===== config.mk =====
export PLATFORM = sky130hd
export DESIGN_NAME = fcca_ctrl
export DESIGN_NICKNAME = d
export VERILOG_FILES = /design/src/rtl/fcca_pkg.sv /design/src/rtl/fcca_ctrl.sv
export SDC_FILE = /design/constraint.sdc
export NUM_CORES = 1
export LEC_CHECK = 0
export BUFFER_PORTS_ARGS = -buffer_cell sky130_fd_sc_hd__buf_2
export CORE_MARGIN = 8
export CORE_UTILIZATION = 26
export CTS_CLUSTER_DIAMETER = 150
export CTS_CLUSTER_SIZE = 20
export DETAILED_ROUTE_END_ITERATION = 10
export PLACE_DENSITY = 0.53
export SLEW_MARGIN = 20
export SYNTH_ARGS = -nofsm -noshare
export SYNTH_HDL_FRONTEND = slang
export SYNTH_SLANG_ARGS = --single-unit

===== constraint.sdc =====
create_clock -name i_clk -period 1.44 [get_ports i_clk]
set_input_delay 0.216 -clock i_clk [delete_from_list [all_inputs] [get_ports i_clk]]
set_output_delay 0.216 -clock i_clk [all_outputs]
set_load 0.01 [all_outputs]

===== src/rtl/fcca_pkg.sv =====
`default_nettype none
// ----------------------------------------------------------------------------
// fcca_pkg
// Shared constants, operation and status codes, and the controller/datapath
// command and status structures of the cluster chain allocator.
// ----------------------------------------------------------------------------
package fcca_pkg;

    localparam int TABLE_ENTRIES_DEF = 4096;

    localparam int ENTRY_W = 12;
    localparam int SCAN_W  = ENTRY_W + 1;

    localparam logic [ENTRY_W-1:0] HIGHEST_RST  = 12'd2848;
    localparam logic [ENTRY_W-1:0] END_MARK     = 12'hFFF;
    localparam logic [ENTRY_W-1:0] END_LOW      = 12'hFF8;
    localparam logic [ENTRY_W-1:0] CLUSTER_FREE = 12'h000;
    localparam logic [ENTRY_W-1:0] FIRST_DATA   = 12'd2;

    localparam logic [1:0] OP_WRITE = 2'd0;
    localparam logic [1:0] OP_READ  = 2'd1;
    localparam logic [1:0] OP_FIND  = 2'd2;
    localparam logic [1:0] OP_CHAIN = 2'd3;

    localparam logic [1:0] ST_OK      = 2'd0;
    localparam logic [1:0] ST_NOSPACE = 2'd1;
    localparam logic [1:0] ST_RANGE   = 2'd2;

    typedef struct packed {
        logic clr;
        logic capture;
        logic decode;
        logic look;
        logic scan_init;
        logic scan_two;
        logic scan_step;
        logic finish;
    } t_cmd;

    typedef struct packed {
        logic       clr_last;
        logic [1:0] op;
        logic       range_err;
        logic       last;
        logic       cur_zero;
        logic       cur_end;
        logic       scan_end;
        logic       out_free;
    } t_sts;

endpackage
`default_nettype wire


===== src/rtl/fcca_ctrl.sv =====
`default_nettype none
// ----------------------------------------------------------------------------
// fcca_ctrl
// Controller state machine: table clearing, transaction intake, entry lookup,
// free search and result hand-off.
// ----------------------------------------------------------------------------
module fcca_ctrl
    import fcca_pkg::*;
(
    input  wire logic i_clk,
    input  wire logic i_rst_n,
    input  wire logic i_in_valid,
    output logic      o_in_ready,
    input  wire t_sts i_sts,
    output t_cmd      o_cmd
);

    localparam logic [2:0] S_CLEAR  = 3'd0;
    localparam logic [2:0] S_IDLE   = 3'd1;
    localparam logic [2:0] S_DECODE = 3'd2;
    localparam logic [2:0] S_LOOK   = 3'd3;
    localparam logic [2:0] S_SCAN   = 3'd4;
    localparam logic [2:0] S_DONE   = 3'd5;

    logic [2:0] r_state;
    logic [2:0] n_state;

    always_ff @(posedge i_clk) begin
        if (!i_rst_n) begin
            r_state <= S_CLEAR;
        end else begin
            r_state <= n_state;
        end
    end

    assign o_in_ready = (r_state == S_IDLE);

    always_comb begin
        n_state = r_state;
        o_cmd   = '0;
        case (r_state)
            S_CLEAR: begin
                o_cmd.clr = 1'b1;
                if (i_sts.clr_last) begin
                    n_state = S_IDLE;
                end
            end
            S_IDLE: begin
                if (i_in_valid) begin
                    o_cmd.capture = 1'b1;
                    n_state       = S_DECODE;
                end
            end
            S_DECODE: begin
                o_cmd.decode = 1'b1;
                if (i_sts.op == OP_FIND) begin
                    o_cmd.scan_init = 1'b1;
                    n_state         = S_SCAN;
                end else if (i_sts.range_err || (i_sts.op == OP_WRITE) ||
                             ((i_sts.op == OP_CHAIN) && i_sts.last)) begin
                    n_state = S_DONE;
                end else begin
                    n_state = S_LOOK;
                end
            end
            S_LOOK: begin
                o_cmd.look = 1'b1;
                if ((i_sts.op == OP_CHAIN) && (i_sts.cur_zero || i_sts.cur_end)) begin
                    o_cmd.scan_init = 1'b1;
                    o_cmd.scan_two  = i_sts.cur_zero;
                    n_state         = S_SCAN;
                end else begin
                    n_state = S_DONE;
                end
            end
            S_SCAN: begin
                o_cmd.scan_step = 1'b1;
                if (i_sts.scan_end) begin
                    n_state = S_DONE;
                end
            end
            S_DONE: begin
                if (i_sts.out_free) begin
                    o_cmd.finish = 1'b1;
                    n_state      = S_IDLE;
                end
            end
            default: begin
                n_state = S_CLEAR;
            end
        endcase
    end

endmodule
`default_nettype wire


==> flow_summary.json, run 1 <==
{
  "drt_iter0_markers": 5,
  "grt_pass1_vias": 384,
  "synth_most_common_cell": "nand2_1",
  "globalplace.congestion": 0.748,
  "drt-total-wl_um": 1010,
  "ys_types": 28,
  "top_register": "r_state",
  "yosysWarnings": 0,
  "core_sq_mm": 0.00128,
  "cts-root-buf": "clkbuf_4",
  "grt_usage_pct": 7.63,
  "postCtsHoldBufs": 0,
  "synth_common_cells": "nand2_1, buf_6, dfxtp_1",
  "tightest_slew_ps": 373,
  "clk_pin_slew_ps": 40,
  "vias": 380,
  "critPathKind": "flip-flop to primary output",
  "drv_slew": 0,
  "end_kind": "primary output",
  "fin_crit_ps": 1410,
  "diodes": 0,
  "crit_chain": "buf_4, nor3b_4, nand3b_1, nand2_1, buf_2",
  "wl_per_cell_um": 12.2,
  "path_buf_inv": 2,
  "crit_path_top_delay_cell": "dfxtp_4",
  "synthFlopType": "dfxtp_1",
  "status": "finished, final reports clean",
  "maxCapViolCount": 0,
  "final_cells": 83,
  "finalCritPeriodShare_pct": 98.0,
  "clk_latency_ps": 230,
  "die_h_um": 53.0,
  "overflow": 0,
  "row_count": 13,
  "io_pins": 21,
  "cts_tree": "done",
  "ys_seq_area_share_pct": 16.9,
  "hp-class": "input pin to flip-flop",
  "syn-num-nets": 50,
  "setup_tns_ps": 0,
  "layout.nets": 81,
  "power.density_mw_per_mm2": 1200,
  "ys_top_cells_by_area": "dfxtp_1, buf_6, nor3b_4",
  "design_area_sq_um": 551,
  "antenna_found_initial": 0,
  "grt_pass1_wl_um": 1650,
  "slew_headroom_pct": 75.1,
  "drcViolationCount": 0,
  "post_synth_instance_area_sq_um": 355,
  "crit_path_start_kind": "flip-flop",
  "cp.required_ps": 1220,
  "max_freq_ghz": 0.709,
  "viasPerCell": 4.58,
  "final_layout_size_suffix_gt1_share_pct": 66.2,
  "clockBufferDepth": 2,
  "dieArea_sq_mm": 0.00281,
  "synth_area_per_cell_sq_um": 9.35,
  "grt_use_met2_pct": 11.7,
  "crit_fanout": 5,
  "htreeDepth": 1,
  "numCtsBuffers": 3,
  "io_buffers": 20,
  "rsz0062_at_grt": "true",
  "met1_usage_pct": 9.15,
  "cpPeakStageDelay_ps": 350,
  "grt-busiest-layer": "met2",
  "top_regs": "r_state x3",
  "nFillCells": 138,
  "synthCells": 38,
  "hold_viol": 0,
  "fin_worst_skew_ps": 0.468,
  "synth_top_area_share_pct": 16.9,
  "grt_util_met3_pct": 1.68,
  "place_area_sq_um": 478,
  "whs_ps": 233,
  "hpwl_um": 831,
  "async_reset_ff_share_pct": 0,
  "drt_pass1_iterations": 2,
  "yosys.area.top_type": "dfxtp_1",
  "peakVddDrop_v": 0.000461,
  "synth-seq-cells": 3,
  "synthToLayoutAreaGrowth_pct": 54.9,
  "die_w_um": 53.0,
  "antenna_left": 0,
  "largest_reg_flops": 3,
  "grt_max_degree": 11,
  "cts.sinks": 3,
  "synth_edf_count": 0,
  "worstPathArrival_ps": 1190,
  "leakage_nw": 0.260,
  "setup_violations": 0,
  "start_util_pct": 27.7,
  "dp.cells": 75,
  "cp_top_family": "flip-flops"
}
-- per-layer routing --
layer  wire, um  up-vias
li1           -      203
met1        458      162
met2        475       15
met3         80        0
met4          0        0
met5          0        -
-- worst reg2reg max path, delay by kind of cell (launching register included) --
family	cells	cell delay (ps)
buffers and inverters	3	370
DFF	1	350
and+or+nand+nor	2	310
AOI/OAI and AO/OA	1	110
-- placed cells by master, fill, tap and decap left out, drive strengths merged, types with 2 or more instances in the layout --
master / n
dfxtp: 3
nand3b: 2
nor3b: 3
clkbuf: 4
inv: 3
buf: 29
nand2: 4
nor3: 3
-- per-stage QoR --
step	utilization (%)	total power [mW]	worst slack (ps)
CTS	40.4	0.642	5.58
global placement	37.2	0.469	211
detailed placement	37.2	0.468	205
global route	42.8	0.714	-22.8
finish	42.8	0.662	29.3
floorplan	-	0.366	201
-- cells by family after synthesis --
logic type             count (synthesis)  synth area share [%]
buffers and inverters                  6                  13.4
AND/OR/NAND/NOR                       17                  34.9
multiplexers                           2                  5.99
AO/OA/AOI/OAI                         10                  28.9
flip-flops                             3                  16.9
-- where the power goes --
group	switching [mW]	internal, mW	total (mW)
Clock	0.0409	0.104	0.145
Sequential	0.0246	0.111	0.136
Combinational	0.179	0.203	0.382
-- path summary, 6_finish.rpt --
path	start	to	slack (ps)	depth (start not counted)
setup / recovery	r_state[0]	o_cmd[3]	30	5
hold / removal	i_rst_n	r_state[0]	230	2
setup reg to reg	r_state[0]	r_state[1]	220	6
hold reg to reg	r_state[0]	r_state[0]	610	2
-- area by class of cell --
class                           instances  area (sq um)  area share [%]
Multi-Input combinational cell         29           254            46.1
Timing Repair Buffer                   29           171            31.1
Sequential cell                         3          66.3            12.0
Clock buffer                            4          26.3            4.77
Tap cell                               15          18.8            3.41
Inverter                                3          13.8            2.50
-- what timing repair did --
action	4_1_cts	5_1_grt
resized for setup	2	4
pin swaps	1	5
endpoints found under the hold margin	0	0
buffers inserted	1	3
setup endpoints to repair	3	3
Note: power is estimated with default switching activity, not from simulation.
==> run 2: changes to the inputs <==
--- a/config.mk
+++ b/config.mk
@@ -8,3 +8,2 @@
 export BUFFER_PORTS_ARGS = -buffer_cell sky130_fd_sc_hd__buf_2
-export CORE_MARGIN = 8
 export CORE_UTILIZATION = 26
==> constraint.sdc (replaced) <==
create_clock -name i_clk -period 1.44 [get_ports i_clk]
set_input_delay 0.072 -clock i_clk [delete_from_list [all_inputs] [get_ports i_clk]]
set_output_delay 0.072 -clock i_clk [all_outputs]
set_load 0.01 [all_outputs]
==> run 2 against run 1 <==
  * Sequential share of layout area grew 1.3 points
  * Non-clock buffer count shrank 5
  * Via count down 2.4%
  * Die area decreased by 46%
  * Worst setup slack gained 59 ps
  * Critical endpoint is now o_cmd[6]
  * Largest power group unchanged
==> flow_summary.json, run 2 (synthesized netlist as in run 1, its figures left out) <==
{
  "tightest_slew_ps": 404,
  "fin_worst_skew_ps": 1.44,
  "viasPerCell": 4.82,
  "hold_viol": 0,
  "hp-class": "input pin to flip-flop",
  "crit_path_start_kind": "flip-flop",
  "end_kind": "primary output",
  "grt_pass1_vias": 320,
  "clk_latency_ps": 230,
  "setup_slack_ps": 88.0,
  "htreeDepth": 1,
  "path_buf_inv": 2,
  "vias": 371,
  "drcViolationCount": 0,
  "layout.nets": 76,
  "overflow": 0,
  "max_freq_ghz": 0.740,
  "io_pins": 21,
  "crit_start": "r_state[2]",
  "crit_path_top_delay_cell": "dfxtp_4",
  "setup_tns_ps": 0,
  "synthToLayoutAreaGrowth_pct": 45.1,
  "antenna_found_initial": 0,
  "status": "finished, final reports clean",
  "cp_top_family": "simple AND/OR/NAND/NOR gates",
  "drt_pass1_iterations": 2,
  "cp.depth": 4,
  "grt_usage_pct": 13.2,
  "cts.sinks": 3,
  "leakage_nw": 0.235,
  "maxCapViolCount": 0,
  "worstPathArrival_ps": 1280,
  "grt_max_degree": 10,
  "whs_ps": 85.7,
  "globalplace.congestion": 0.754,
  "drt-total-wl_um": 925,
  "hpwl_um": 659,
  "critPathKind": "flip-flop to primary output",
  "top_register": "r_state",
  "r2r_start": "r_state[2]",
  "largest_reg_flops": 3,
  "die_h_um": 39.0,
  "numCtsBuffers": 3,
  "crit_fanout": 8,
  "peakVddDrop_v": 0.000547,
  "cp.required_ps": 1370,
  "drv_slew": 0,
  "fin_crit_ps": 1350,
  "start_util_pct": 30.0,
  "power.density_mw_per_mm2": 1160,
  "cts-root-buf": "clkbuf_4",
  "layout_commonest_cell": "buf_2",
  "pre_cts_ws_ps": 147,
  "grt_pass1_wl_um": 1370,
  "antenna_left": 0,
  "die_w_um": 39.0,
  "dieArea_sq_mm": 0.00152,
  "diodes": 0,
  "postCtsHoldBufs": 0,
  "finalCritPeriodShare_pct": 93.9,
  "r2r_slack_ps": 200,
  "setup_violations": 0,
  "crit_chain": "buf_4, nor3b_2, and2_1, buf_2",
  "row_count": 12,
  "core_sq_mm": 0.00119,
  "wl_per_cell_um": 12.0,
  "final_cell_mix": "buf_2, nand2_1, buf_4, clkbuf_4",
  "r2r_cells": 5,
  "r2r-end": "r_state[0]",
  "clockBufferDepth": 2,
  "clk_pin_slew_ps": 40,
  "cts_tree": "done",
  "final_layout_size_suffix_gt1_share_pct": 63.5,
  "top_regs": "r_state x3",
  "cpPeakStageDelay_ps": 370,
  "rsz0062_at_grt": "false",
  "crit_end": "o_cmd[6]",
  "slew_headroom_pct": 73.0,
  "io_buffers": 20,
  "drt_iter0_markers": 3
}
## run 2: cell types whose count changed in the layout (fill, tap and decap cells not counted)
cell,change
o2111ai_4,+1
dfxtp_4,+1
buf_4,-4
o2111ai_2,-1
buf_6,-1
nor3b_2,+1
nor3b_4,-1
dfxtp_2,-1
## run 2: where the power goes
group          internal, mW  total (mW)  switching [mW]
clock network         0.104       0.151          0.0472
logic                 0.142       0.277           0.135
registers             0.112       0.170          0.0571
total                 0.358       0.598           0.240
## run 2: stage by stage
step,util (%),total power [mW],cells,cell area (sq um)
3_5_place_dp,38.9,0.434,72,462
2_1_floorplan,-,0.366,38,355
6_report,43.5,0.598,77,515
3_3_place_gp,38.9,0.437,72,462
4_1_cts,41.9,0.599,77,497
5_1_grt,43.5,0.645,77,515
## run 2: timing repair
item	in CTS	in global routing
endpoints found under the setup margin	3	2
resized for setup	1	5
pin swaps	0	2
setup buffers	1	1
## run 2: routing by layer
metal / track usage [%] / vias to the layer above / wire length [um]
met1: 18.8 / 164 / 422
met4: 5.17 / 0 / 0
met2: 19.6 / 14 / 453
li1: - / 193 / -
met3: 1.73 / 0 / 50
met5: 0 / - / 0
## run 2: how the worst min path moves through the flow
stage                            end  cells past startpoint  slack, ps    start
after floorplan           r_state[0]                      1        190  i_rst_n
after global placement    r_state[0]                      2        330  i_rst_n
after detailed placement  r_state[0]                      2        340  i_rst_n
after CTS                 r_state[0]                      2        100  i_rst_n
after global routing      r_state[0]                      2         90  i_rst_n
final                     r_state[0]                      2         90  i_rst_n
## run 2: layout make-up
type	count	area (sq um)
repair buffers	24	130
inverters	3	13.8
well taps	14	17.5
multi-input cells	29	259
fillers	120	671
flip-flops and latches	3	68.8
clock buffers	4	26.3
## run 2: worst reg2reg max path: cells and delay by family, from the launching register on
family / cells / cell delay (ps)
buffers and inverters: 2 / 260
AO/OA/AOI/OAI: 2 / 220
AND/OR/NAND/NOR: 1 / 250
flip-flops: 1 / 390
==> run 3: changes to the inputs <==
--- a/config.mk
+++ b/config.mk
@@ -9,3 +9,3 @@
 export CORE_UTILIZATION = 26
-export CTS_CLUSTER_DIAMETER = 150
+export CTS_CLUSTER_DIAMETER = 60
 export CTS_CLUSTER_SIZE = 20
==> constraint.sdc (replaced) <==
create_clock -name i_clk -period 1.44 [get_ports i_clk]
set_input_delay 0.216 -clock i_clk [delete_from_list [all_inputs] [get_ports i_clk]]
set_output_delay 0.216 -clock i_clk [all_outputs]
set_load 0.01 [all_outputs]
==> run 3 against run 2 <==
  * Final area grew 7.0%
  * Wire length fell by 2.8%
  * Power rose by 8.4%
  * Via count rose by 3.8%
  * Highest routed layer unchanged
==> flow_summary.json, run 3 (synthesized netlist as in run 1, its figures left out) <==
{
  "status": "finished, final reports clean",
  "nFillCells": 125,
  "fin_worst_skew_ps": 2.16,
  "peakVddDrop_v": 0.000394,
  "row_count": 12,
  "grt_pass1_vias": 340,
  "crit_path_top_delay_cell": "dfxtp_4",
  "clk_latency_ps": 230,
  "drv_slew": 0,
  "cts_tree": "done",
  "numCtsBuffers": 3,
  "start_util_pct": 30.0,
  "layout_commonest_cell": "buf_2",
  "viasPerCell": 4.75,
  "dieArea_sq_mm": 0.00152,
  "cts-root-buf": "clkbuf_4",
  "drcViolationCount": 0,
  "max_freq_ghz": 0.720,
  "worstPathArrival_ps": 1170,
  "cpPeakStageDelay_ps": 360,
  "p_int_mw": 0.401,
  "power.density_mw_per_mm2": 1170,
  "fin_crit_ps": 1390,
  "overflow": 0,
  "hp-class": "input pin to flip-flop",
  "io_buffers": 20,
  "regArea_sq_um": 71.3,
  "tightest_slew_ps": 373,
  "wl_per_cell_um": 11.1,
  "hold_viol": 0,
  "top_register": "r_state",
  "grt_max_degree": 8,
  "finalCritPeriodShare_pct": 96.5,
  "cp.required_ps": 1220,
  "core_sq_mm": 0.00119,
  "whs_ps": 236,
  "crit_fanout": 5,
  "netSwitchingPower_mw": 0.247,
  "final_cell_mix": "buf_2, buf_4, nand2_1, clkbuf_4, dfxtp_4",
  "io_pins": 21,
  "multi_input_area_sq_um": 259,
  "place_area_sq_um": 474,
  "cts.sinks": 3,
  "seqPwrFrac_pct": 22.3,
  "diodes": 0,
  "slew_headroom_pct": 75.1,
  "end_kind": "primary output",
  "die_w_um": 39.0,
  "swShare_pct": 38.1,
  "clk_pin_slew_ps": 40,
  "antenna_left": 0,
  "maxCapViolCount": 0,
  "pwr-share-comb_pct": 55.0,
  "hpwl_um": 639,
  "crit_path_start_kind": "flip-flop",
  "vias": 385,
  "die_h_um": 39.0,
  "antenna_found_initial": 0,
  "globalplace.congestion": 0.681,
  "synthToLayoutAreaGrowth_pct": 55.3,
  "drt_pass1_iterations": 3,
  "crit_chain": "and3b_2, o2111ai_4, nor2_2, buf_2",
  "final_layout_size_suffix_gt1_share_pct": 65.7,
  "grt_pass1_wl_um": 1370,
  "critPathKind": "flip-flop to primary output",
  "postCtsHoldBufs": 0,
  "rsz0062_at_grt": "true",
  "design_area_sq_um": 552,
  "clkPwrFrac_pct": 22.7,
  "drt_iter0_markers": 4,
  "leakage_nw": 0.258,
  "drt-total-wl_um": 899,
  "largest_reg_flops": 3,
  "layout.nets": 80,
  "htreeDepth": 1,
  "grt_usage_pct": 13.3,
  "top_regs": "r_state x3",
  "setup_violations": 0,
  "clockBufferDepth": 2
}
run 3: cell count changes in the layout (fill, tap and decap cells not counted):
| cell | delta |
|---|---|
| buf_6 | +1 |
| dfxtp_4 | +1 |
| buf_4 | +3 |
| dfxtp_2 | -1 |
run 3: through the flow:
| stage | std cells | util [%] | TNS, ps | setup WS, ps | total power [mW] |
|---|---|---|---|---|---|
| 2_1_floorplan | 38 | - | 0 | 201 | 0.366 |
| 3_3_place_gp | 72 | 40.0 | 0 | 129 | 0.457 |
| 5_1_grt | 81 | 46.5 | -60.4 | -38.1 | 0.699 |
| 3_5_place_dp | 72 | 40.0 | 0 | 117 | 0.456 |
| 6_report | 81 | 46.5 | 0 | 50.8 | 0.648 |
| 4_1_cts | 80 | 44.7 | 0 | 14.4 | 0.648 |
run 3: worst max-delay path, delay by kind of cell, from the launching register on:
family	cells	cell delay [ps]
AOI/OAI and AO/OA	1	110
DFF	1	360
buffers and inverters	1	130
and+or+nand+nor	2	350
run 3: path summary, 6_finish.rpt:
path,start,to,slack (ps),depth (start not counted)
setup reg to reg,r_state[2],r_state[0],130,4
setup / recovery,r_state[2],o_cmd[2],50,4
hold reg to reg,r_state[2],r_state[2],650,3
hold / removal,i_rst_n,r_state[0],240,2
run 3: per-layer routing:
layer / vias to the layer above / part of all wire (%) / GRT usage [%]
met5: - / 0 / 0
met1: 170 / 49 / 17.6
li1: 203 / - / -
met2: 12 / 47 / 20.4
met4: 0 / 0 / 0
met3: 0 / 3.6 / 6.94
run 3: power by group through the flow:
stage          clock, mW  sequential [mW]  combinational (mW)
5_1_grt            0.167            0.148               0.384
3_3_place_gp           0            0.142               0.315
3_5_place_dp           0            0.143               0.314
2_1_floorplan          0            0.116               0.250
6_report           0.147            0.144               0.357
4_1_cts            0.157            0.143               0.348
run 3: repair_timing:
item	CTS	global route
setup buffers	5	1
endpoints found under the hold margin	0	0
setup endpoints to repair	3	2
gates resized for setup	6	2
cloned	0	0
pin swaps	4	2
run 3: layout make-up:
cell class / instances / share of cell area, %
multi-input combinational: 29 / 46.9
timing repair buffer: 28 / 29.7
inverter: 3 / 2.49
sequential: 3 / 12.9
tap: 14 / 3.17
clock buffer: 4 / 4.76
